### config.mk
export PLATFORM = sky130hd
export DESIGN_NAME = round_robin_dispatcher
export DESIGN_NICKNAME = d
export VERILOG_FILES = /design/src/rtl/rrd_pkg.sv /design/src/rtl/rrd_ptab.sv /design/src/rtl/rrd_ring.sv /design/src/rtl/round_robin_dispatcher.sv
export SDC_FILE = /design/constraint.sdc
export NUM_CORES = 2
export LEC_CHECK = 0
export ABC_AREA = 1
export BUFFER_PORTS_ARGS = -buffer_cell sky130_fd_sc_hd__buf_2
export CAP_MARGIN = 10
export CORE_UTILIZATION = 40
export DETAILED_ROUTE_END_ITERATION = 10
export GPL_ROUTABILITY_DRIVEN = 0
export HOLD_SLACK_MARGIN = 0.08
export MAX_ROUTING_LAYER = met4
export PLACE_DENSITY = 0.54
export SETUP_SLACK_MARGIN = 0.5
export SYNTH_ARGS = -nofsm -noshare
export SYNTH_HDL_FRONTEND = slang
export SYNTH_SLANG_ARGS = --single-unit
### constraint.sdc
create_clock -name clk -period 11.9 [get_ports clk]
set_input_delay 0.595 -clock clk [delete_from_list [all_inputs] [get_ports clk]]
set_output_delay 0.595 -clock clk [all_outputs]
set_load 0.1 [all_outputs]
### src/rtl/rrd_pkg.sv
// ----------------------------------------------------------------------------
// rrd_pkg
// Shared types and constants of the round-robin dispatcher.
// ----------------------------------------------------------------------------
package rrd_pkg;

  localparam int MAX_PROCESSES_DEF = 16;
  localparam int TIME_BITS_DEF     = 16;
  localparam int TICK_W            = 24;
  localparam int QUANTUM_W         = 16;
  localparam int FIELD_W           = 16;
  localparam int PNUM_W            = 5;

  localparam logic [TICK_W-1:0]    TICK_MAX      = '1;
  localparam logic [QUANTUM_W-1:0] QUANTUM_RESET = 16'd2;

  localparam logic [1:0] MODE_LOAD     = 2'd0;
  localparam logic [1:0] MODE_DISPATCH = 2'd1;
  localparam logic [1:0] MODE_CLEAR    = 2'd2;
  localparam logic [1:0] MODE_RESERVED = 2'd3;

  localparam logic [1:0] ST_OK        = 2'd0;
  localparam logic [1:0] ST_NOTHING   = 2'd1;
  localparam logic [1:0] ST_FULL      = 2'd2;
  localparam logic [1:0] ST_ZERO_BURST = 2'd3;

  typedef struct packed {
    logic clear;
    logic push;
    logic pop;
  } ring_ctl_t;

endpackage

### src/rtl/rrd_ptab.sv
// ----------------------------------------------------------------------------
// rrd_ptab
// Process table: arrival, burst and remaining ticks, registered read.
// ----------------------------------------------------------------------------
module rrd_ptab import rrd_pkg::*; #(
  parameter int MAX_PROCESSES = MAX_PROCESSES_DEF,
  parameter int TIME_BITS     = TIME_BITS_DEF,
  localparam int IW           = $clog2(MAX_PROCESSES)
) (
  input  logic                 clk,
  input  logic                 load_we,
  input  logic                 rem_we,
  input  logic [IW-1:0]        waddr,
  input  logic [TIME_BITS-1:0] warr,
  input  logic [TIME_BITS-1:0] wbur,
  input  logic [TIME_BITS-1:0] wrem,
  input  logic [IW-1:0]        raddr,
  output logic [TIME_BITS-1:0] rarr,
  output logic [TIME_BITS-1:0] rbur,
  output logic [TIME_BITS-1:0] rrem
);

  logic [TIME_BITS-1:0] arr_mem [MAX_PROCESSES];
  logic [TIME_BITS-1:0] bur_mem [MAX_PROCESSES];
  logic [TIME_BITS-1:0] rem_mem [MAX_PROCESSES];

  always_ff @(posedge clk) begin
    if (load_we) begin
      arr_mem[waddr] <= warr;
      bur_mem[waddr] <= wbur;
    end
    if (load_we || rem_we) begin
      rem_mem[waddr] <= wrem;
    end
    rarr <= arr_mem[raddr];
    rbur <= bur_mem[raddr];
    rrem <= rem_mem[raddr];
  end

endmodule

### src/rtl/rrd_ring.sv
// ----------------------------------------------------------------------------
// rrd_ring
// Ready ring of process indices; head entry read through a register.
// ----------------------------------------------------------------------------
module rrd_ring import rrd_pkg::*; #(
  parameter int MAX_PROCESSES = MAX_PROCESSES_DEF,
  localparam int IW           = $clog2(MAX_PROCESSES),
  localparam int CW           = $clog2(MAX_PROCESSES + 1)
) (
  input  logic          clk,
  input  logic          rst_n,
  input  ring_ctl_t     ctl,
  input  logic [IW-1:0] push_idx,
  output logic [IW-1:0] head_idx,
  output logic [CW-1:0] count
);

  localparam logic [IW-1:0] LAST = IW'(MAX_PROCESSES - 1);

  logic [IW-1:0] ring_mem [MAX_PROCESSES];
  logic [IW-1:0] head_r, tail_r;
  logic [CW-1:0] count_r;

  always_ff @(posedge clk) begin
    if (!rst_n || ctl.clear) begin
      head_r  <= '0;
      tail_r  <= '0;
      count_r <= '0;
    end else begin
      if (ctl.push) begin
        tail_r <= (tail_r == LAST) ? '0 : tail_r + 1'b1;
      end
      if (ctl.pop) begin
        head_r <= (head_r == LAST) ? '0 : head_r + 1'b1;
      end
      if (ctl.push && !ctl.pop) begin
        count_r <= count_r + 1'b1;
      end else if (ctl.pop && !ctl.push) begin
        count_r <= count_r - 1'b1;
      end
    end
  end

  always_ff @(posedge clk) begin
    if (ctl.push) begin
      ring_mem[tail_r] <= push_idx;
    end
    head_idx <= ring_mem[head_r];
  end

  assign count = count_r;

endmodule

### src/rtl/round_robin_dispatcher.sv
// ----------------------------------------------------------------------------
// round_robin_dispatcher
// Round-robin process scheduler over a process table and a ready ring.
// ----------------------------------------------------------------------------
//  channel   ports                                   handshake
//  input     in_mode, in_arrival_time, in_burst_time start & !busy
//  result    out_*                                   out_valid, one cycle
//  config    cfg_wr_data                             cfg_wr_en
//
// Load, clear: busy stays low; an error result follows in the next cycle.
// Dispatch: busy through an arrival scan over the loaded processes after
// each slice, one more scan on the first dispatch, and a scan for the
// earliest arrival plus another arrival scan when the ring is empty with
// processes left. The scans are set by the single read port of the process
// table. Reset is synchronous; no clearing pass. Results cannot be stalled.
// ----------------------------------------------------------------------------
module round_robin_dispatcher import rrd_pkg::*; #(
  parameter int MAX_PROCESSES = MAX_PROCESSES_DEF,
  parameter int TIME_BITS     = TIME_BITS_DEF
) (
  input  logic                 clk,
  input  logic                 rst_n,
  input  logic                 start,
  output logic                 busy,
  input  logic [1:0]           in_mode,
  input  logic [FIELD_W-1:0]   in_arrival_time,
  input  logic [FIELD_W-1:0]   in_burst_time,
  input  logic                 cfg_wr_en,
  input  logic [QUANTUM_W-1:0] cfg_wr_data,
  output logic                 out_valid,
  output logic [PNUM_W-1:0]    out_process_number,
  output logic [TICK_W-1:0]    out_slice_start,
  output logic [TICK_W-1:0]    out_slice_end,
  output logic                 out_finished,
  output logic [TICK_W-1:0]    out_turnaround,
  output logic [TICK_W-1:0]    out_waiting,
  output logic                 out_all_done,
  output logic [1:0]           out_status
);

  localparam int IW = $clog2(MAX_PROCESSES);
  localparam int CW = $clog2(MAX_PROCESSES + 1);
  localparam logic [CW-1:0] FULL_CNT = CW'(MAX_PROCESSES);

  typedef enum logic [3:0] {
    S_IDLE, S_SCAN, S_IDLECHK, S_MINSET, S_EMPTYCHK, S_POP, S_RUN, S_FIN, S_OUT
  } state_t;

  state_t state_r, ret_r;

  logic [QUANTUM_W-1:0] quantum_r;
  logic [MAX_PROCESSES-1:0] marks_r;
  logic [CW-1:0] loaded_r, completed_r, scan_cnt_r;
  logic [TICK_W-1:0] tick_r, start_tick_r, tat_r;
  logic started_r, scan_min_r, pend_r, found_r, fin_r;
  logic [IW-1:0] pend_idx_r, idx_r;
  logic [TIME_BITS-1:0] earliest_r, arr_r, bur_r, newrem_r;

  logic [TIME_BITS-1:0] arr_in, bur_in, rarr, rbur, rrem;
  logic [IW-1:0] ring_head, prd_addr, pwaddr, push_idx;
  logic [CW-1:0] ring_count;
  ring_ctl_t ring_ctl;
  logic load_we, rem_we, scan_hit;

  logic [31:0] q32, rem32, slice32, tat32, wt32;
  logic [TICK_W:0] tick_sum, tgt;

  assign arr_in = TIME_BITS'(32'(in_arrival_time));
  assign bur_in = TIME_BITS'(32'(in_burst_time));
  assign busy   = (state_r != S_IDLE);

  // arrival check of the entry read in the previous scan cycle
  assign scan_hit = pend_r && !scan_min_r && !marks_r[pend_idx_r] &&
                    (32'(rarr) <= 32'(tick_r));

  always_comb begin
    q32      = (quantum_r == '0) ? 32'd1 : 32'(quantum_r);
    rem32    = 32'(rrem);
    slice32  = (rem32 < q32) ? rem32 : q32;
    tick_sum = {1'b0, tick_r} + (TICK_W+1)'(slice32);
    tgt      = {1'b0, tick_r} + 1'b1;
    if ((TICK_W+1)'(32'(earliest_r)) > tgt) begin
      tgt = (TICK_W+1)'(32'(earliest_r));
    end
    tat32 = (32'(tick_r) >= 32'(arr_r)) ? 32'(tick_r) - 32'(arr_r) : 32'd0;
    wt32  = (32'(tat_r) >= 32'(bur_r)) ? 32'(tat_r) - 32'(bur_r) : 32'd0;
  end

  always_comb begin
    ring_ctl = '0;
    push_idx = pend_idx_r;
    load_we  = 1'b0;
    rem_we   = 1'b0;
    pwaddr   = idx_r;
    prd_addr = (state_r == S_SCAN) ? scan_cnt_r[IW-1:0] : ring_head;
    case (state_r)
      S_IDLE: begin
        pwaddr = loaded_r[IW-1:0];
        if (start) begin
          ring_ctl.clear = (in_mode == MODE_CLEAR);
          load_we = (in_mode == MODE_LOAD) && (bur_in != '0) &&
                    (loaded_r != FULL_CNT);
        end
      end
      S_SCAN: ring_ctl.push = scan_hit;
      S_POP:  ring_ctl.pop = 1'b1;
      S_RUN:  rem_we = 1'b1;
      S_FIN: begin
        push_idx      = idx_r;
        ring_ctl.push = (newrem_r != '0);
      end
      default: ;
    endcase
  end

  rrd_ptab #(.MAX_PROCESSES(MAX_PROCESSES), .TIME_BITS(TIME_BITS)) u_ptab (
    .clk     (clk),
    .load_we (load_we),
    .rem_we  (rem_we),
    .waddr   (pwaddr),
    .warr    (arr_in),
    .wbur    (bur_in),
    .wrem    (load_we ? bur_in : TIME_BITS'(rem32 - slice32)),
    .raddr   (prd_addr),
    .rarr    (rarr),
    .rbur    (rbur),
    .rrem    (rrem)
  );

  rrd_ring #(.MAX_PROCESSES(MAX_PROCESSES)) u_ring (
    .clk      (clk),
    .rst_n    (rst_n),
    .ctl      (ring_ctl),
    .push_idx (push_idx),
    .head_idx (ring_head),
    .count    (ring_count)
  );

  always_ff @(posedge clk) begin
    if (!rst_n) begin
      quantum_r <= QUANTUM_RESET;
    end else if (cfg_wr_en) begin
      quantum_r <= cfg_wr_data;
    end
  end

  always_ff @(posedge clk) begin
    if (!rst_n) begin
      state_r     <= S_IDLE;
      ret_r       <= S_IDLE;
      marks_r     <= '0;
      loaded_r    <= '0;
      completed_r <= '0;
      tick_r      <= '0;
      started_r   <= 1'b0;
      scan_min_r  <= 1'b0;
      pend_r      <= 1'b0;
      scan_cnt_r  <= '0;
      found_r     <= 1'b0;
      fin_r       <= 1'b0;
      out_valid   <= 1'b0;
    end else begin
      out_valid <= 1'b0;
      unique case (state_r)
        S_IDLE: begin
          if (start) begin
            out_process_number <= '0;
            out_slice_start    <= '0;
            out_slice_end      <= '0;
            out_finished       <= 1'b0;
            out_turnaround     <= '0;
            out_waiting        <= '0;
            out_all_done       <= 1'b0;
            case (in_mode)
              MODE_CLEAR: begin
                marks_r     <= '0;
                loaded_r    <= '0;
                completed_r <= '0;
                tick_r      <= '0;
                started_r   <= 1'b0;
              end
              MODE_LOAD: begin
                if (bur_in == '0) begin
                  out_valid  <= 1'b1;
                  out_status <= ST_ZERO_BURST;
                end else if (loaded_r == FULL_CNT) begin
                  out_valid  <= 1'b1;
                  out_status <= ST_FULL;
                end else begin
                  loaded_r <= loaded_r + 1'b1;
                end
              end
              MODE_DISPATCH: begin
                fin_r <= 1'b0;
                if (!started_r) begin
                  started_r  <= 1'b1;
                  state_r    <= S_SCAN;
                  ret_r      <= S_IDLECHK;
                  scan_min_r <= 1'b0;
                  scan_cnt_r <= '0;
                  pend_r     <= 1'b0;
                end else begin
                  state_r <= S_IDLECHK;
                end
              end
              default: ;
            endcase
          end
        end
        S_SCAN: begin
          if (scan_cnt_r < loaded_r) begin
            pend_r     <= 1'b1;
            pend_idx_r <= scan_cnt_r[IW-1:0];
            scan_cnt_r <= scan_cnt_r + 1'b1;
          end else begin
            pend_r <= 1'b0;
            if (!pend_r) begin
              state_r <= ret_r;
            end
          end
          if (scan_hit) begin
            marks_r[pend_idx_r] <= 1'b1;
          end
          // earliest arrival among never-queued processes
          if (pend_r && scan_min_r && !marks_r[pend_idx_r] &&
              (!found_r || rarr < earliest_r)) begin
            earliest_r <= rarr;
            found_r    <= 1'b1;
          end
        end
        S_IDLECHK: begin
          if (ring_count == '0 && completed_r < loaded_r) begin
            state_r    <= S_SCAN;
            ret_r      <= S_MINSET;
            scan_min_r <= 1'b1;
            scan_cnt_r <= '0;
            pend_r     <= 1'b0;
            found_r    <= 1'b0;
          end else begin
            state_r <= S_EMPTYCHK;
          end
        end
        S_MINSET: begin
          if (found_r) begin
            tick_r     <= tgt[TICK_W] ? TICK_MAX : tgt[TICK_W-1:0];
            state_r    <= S_SCAN;
            ret_r      <= S_EMPTYCHK;
            scan_min_r <= 1'b0;
            scan_cnt_r <= '0;
            pend_r     <= 1'b0;
          end else begin
            state_r <= S_EMPTYCHK;
          end
        end
        S_EMPTYCHK: begin
          if (ring_count == '0) begin
            out_valid          <= 1'b1;
            out_status         <= ST_NOTHING;
            out_all_done       <= (completed_r == loaded_r);
            out_process_number <= '0;
            out_slice_start    <= '0;
            out_slice_end      <= '0;
            out_finished       <= 1'b0;
            out_turnaround     <= '0;
            out_waiting        <= '0;
            state_r            <= S_IDLE;
          end else begin
            state_r <= S_POP;
          end
        end
        S_POP: begin
          idx_r   <= ring_head;
          state_r <= S_RUN;
        end
        S_RUN: begin
          arr_r        <= rarr;
          bur_r        <= rbur;
          newrem_r     <= TIME_BITS'(rem32 - slice32);
          start_tick_r <= tick_r;
          tick_r       <= tick_sum[TICK_W] ? TICK_MAX : tick_sum[TICK_W-1:0];
          state_r      <= S_SCAN;
          ret_r        <= S_FIN;
          scan_min_r   <= 1'b0;
          scan_cnt_r   <= '0;
          pend_r       <= 1'b0;
        end
        S_FIN: begin
          if (newrem_r == '0) begin
            fin_r       <= 1'b1;
            tat_r       <= TICK_W'(tat32);
            completed_r <= completed_r + 1'b1;
          end
          state_r <= S_OUT;
        end
        S_OUT: begin
          out_valid          <= 1'b1;
          out_status         <= ST_OK;
          out_process_number <= PNUM_W'(32'(idx_r) + 32'd1);
          out_slice_start    <= start_tick_r;
          out_slice_end      <= tick_r;
          out_finished       <= fin_r;
          out_turnaround     <= fin_r ? tat_r : '0;
          out_waiting        <= fin_r ? TICK_W'(wt32) : '0;
          out_all_done       <= (completed_r == loaded_r);
          state_r            <= S_IDLE;
        end
        default: state_r <= S_IDLE;
      endcase
    end
  end

endmodule
==> metrics.txt <==
combinational power share=roughly 11%; post-layout minimum cycle time=5040 ps; most common cell in the netlist=edfxtp_1; met3 Track Usage GR=3.46%; Post-Route WL=146,000 µm; total congestion overflow=0; vias in the first global route=around 34,000; fin nets=~5,000; final cycle utilization of the critical path=42.3%; Crit. End Element=flip-flop; final std cells w/o fill=6,597; router iterations before antenna repair=6; wire length per cell=22.1 µm; clock transition at the registers of the reported paths=roughly 60 ps; Seq/Total Area, Yosys=66.5%; io pins=161; post-synth top area share=60.8%; total CTS buffers=between 100 and 150; static leakage=21.4 nW; async set-reset flop share out of synthesis=0%; worst skew pair latency=approximately 770 ps; Pint=7.42 mW; Vias=35,500; hold buffers post-CTS=5; Clock Sinks=1,206; final clock skew=21.5 ps; Setup CP Type=flip-flop to flip-flop; max-capacitance violation count=0; Post-Syn Nets=4,808; max-slew violations=0; total net switching power=2.61 mW; peak supply drop=roughly 0.18 mV; Root Driver=clkbuf_16; Sum Neg Setup Slack=0 ps; YS warnings=0; layout cells sized above 1=10.6%; Worst-Margin Slew=1100 ps; Mapped Avg Cell Area=11.4 µm²; initial antenna violation count=15; count of port buffers added during placement=160; Final Power=10.0 mW; Iter 0 DRT Violations=approximately 3,500; Die Area=132,000 µm²; Via density=~5.4; CTS tree=yes; PD cells=169 nW/µm²; slowest stage delay, CP=540 ps; Hold Vio Cnt, Final=0; critical path data required time=12,600 ps; # resized after CTS=0; crit path DAT=approximately 5700 ps; CP most frequent cell=nand2_1; fmax=198 MHz; M1 GR Usage=30.7%; Detail Placement HPWL=87,800 µm; Setup crit start kind=flip-flop; row cnt=approximately 130; pin count of the biggest net entering global routing=188; CTS Buffer Depth=3; sequential power share=between 40 and 50%; RSZ-0062 raised after global routing=false; largest area contributor in the netlist=edfxtp_1; met2 Usage GRT=35.3%; starting density of the core=between 40% and 50%; cells after synthesis=~4,600; number of synthesized flops with an enable pin=1,057; postcts setup bufs=0; chip width=363 µm; register bit total from synthesis=1,206; first-pass GRT wire length=217,000 µm; Clk network pwr share=roughly 40%; die height=around 360 µm; core area=129,000 µm²; Area contributors post-synth=edfxtp_1, dfxtp_1, nor2_1; Top FF cell, synth=edfxtp_1; Net Sw Frac=a little over a quarter; hold crit path type=primary input to flip-flop; CTS H-tree depth=4; Max-slew headroom=26.3%; Routed Antenna Nets=0; P&R area growth vs syn=13.9%; busiest metal layer after global routing=met2; status=finished clean; Placed Cells incl. Taps=6,341; commonest cells in the netlist=edfxtp_1, nor2_1, o21ai_0; Slowest-stage cell, CP=nand2_1; # DRC=0; Yosys cell types=56; cell area after synthesis=52,200 µm²; worst-path maximum fanout=22; Worst Path Buf+Inv=4; Global Route Usage Sum=22.6%; # setup viols final=0; critical path's top delay family=simple AND/OR/NAND/NOR gates
-- power by group through the flow --
stage               logic (mW)  registers, mW  clock network, mW
finish                    1.13           4.90               4.00
floorplan                0.613           5.11                  0
global route              1.24           4.90               4.24
global placement          1.11           4.99                  0
detailed placement        1.12           4.99                  0
CTS                       1.13           4.90               4.08
-- logic make-up after synthesis --
| family | after synthesis | share of synthesized area, % |
|---|---|---|
| mux | 6 | 0.115 |
| compound gates | 1089 | 12.3 |
| buf+inv | 598 | 4.35 |
| flops | 1206 | 66.5 |
| simple gates | 1464 | 11.6 |
| xor+xnor | 73 | 1.22 |
| fa+ha+maj | 159 | 3.88 |
-- per-stage QoR --
step           hold slack [ps]  setup slack [ps]  util, %  cell area [µm²]
2_1_floorplan              386              2190        -            52200
3_3_place_gp               388              6980     42.6            55100
3_5_place_dp               389              6900     42.6            55100
4_1_cts                   93.0              6860     45.9            59400
5_1_grt                    152              6240     45.9            59500
6_report                   145              6860     45.9            59500
-- routing by layer --
metal	share of wire, %	vias to the layer above
li1	-	16800
met4	2.3	0
met5	0	-
met2	47	1048
met3	5.6	208
met1	46	17500
-- path summary, 6_finish.rpt --
path	from	endpoint	slack, ps	depth (start not counted)
max	quantum_r[9]$_SDFFE_PN0P_	tick_r[1]$_SDFFE_PN0P_	6860	25
min	cfg_wr_data[11]	quantum_r[11]$_SDFFE_PN0P_	150	3
max reg2reg	quantum_r[9]$_SDFFE_PN0P_	tick_r[1]$_SDFFE_PN0P_	6860	25
min reg2reg	u_ptab.rbur[8]$_DFF_P_	bur_r[8]$_DFFE_PP_	400	0
-- cell usage in the layout, fill, tap and decap left out, types with 9 or more instances in the layout --
| master | count |
|---|---|
| dfxtp_1 | 149 |
| nor4_1 | 10 |
| a21oi_1 | 204 |
| clkbuf_1 | 33 |
| nand2_1 | 456 |
| nor2_1 | 694 |
| o32ai_1 | 10 |
| nor2_4 | 31 |
| nand3_1 | 161 |
| a211oi_1 | 13 |
| or2_2 | 13 |
| a31oi_1 | 11 |
| o22ai_1 | 63 |
| edfxtp_1 | 1057 |
| ha_1 | 154 |
| clkinv_2 | 20 |
| clkinv_1 | 19 |
| diode_2 | 9 |
| nor3_1 | 27 |
| buf_2 | 160 |
| o21ai_0 | 529 |
| buf_4 | 63 |
| inv_1 | 366 |
| a21o_1 | 9 |
| xnor2_1 | 20 |
| nand4_1 | 26 |
| xor2_1 | 53 |
| nand3_2 | 9 |
| clkbuf_16 | 137 |
| o221ai_1 | 145 |
| nor2_2 | 12 |
| o211ai_1 | 62 |
-- flip-flops by register name (all words and copies together) (netlist names), 16 cells and up --
| signal | cells |
|---|---|
| u_ptab.bur_mem | 256 |
| u_ptab.rbur | 16 |
| marks_r | 16 |
| out_waiting | 24 |
| u_ptab.rarr | 16 |
| tick_r | 24 |
| quantum_r | 16 |
| out_slice_start | 24 |
| start_tick_r | 24 |
| out_slice_end | 24 |
| arr_r | 16 |
| newrem_r | 16 |
| out_turnaround | 24 |
| u_ptab.rrem | 16 |
| tat_r | 24 |
| bur_r | 16 |
| earliest_r | 16 |
| u_ptab.rem_mem | 256 |
| u_ring.ring_mem | 64 |
| u_ptab.arr_mem | 256 |
-- worst reg2reg max path, cell delays in order, from the launching register on --
cell,delay (ps)
dfxtp_1,350
inv_1,70
ha_1,300
a21oi_1,150
nor2_1,60
a211oi_1,180
o221a_2,220
nand2_1,290
buf_4,320
o21ai_0,270
ha_1,220
inv_1,60
fa_1,380
nor2_1,160
nand2_1,60
nand2_1,90
a31oi_1,130
o21ai_0,280
nand2_1,90
nand2_1,240
nand2_1,540
nand2_1,200
a21oi_1,80
nand2_1,80
inv_1,40
a21oi_1,110
-- layout make-up --
cell class,instances,area (µm²)
well taps,1742,2180
fillers,12000,70000
clock inverters,63,562
clock buffers,178,3660
flip-flops and latches,1206,34700
diodes,9,22.5
inverters,378,1430
multi-input cells,2791,15500
repair buffers,230,1370
Note: power is estimated with default switching activity, not from simulation.
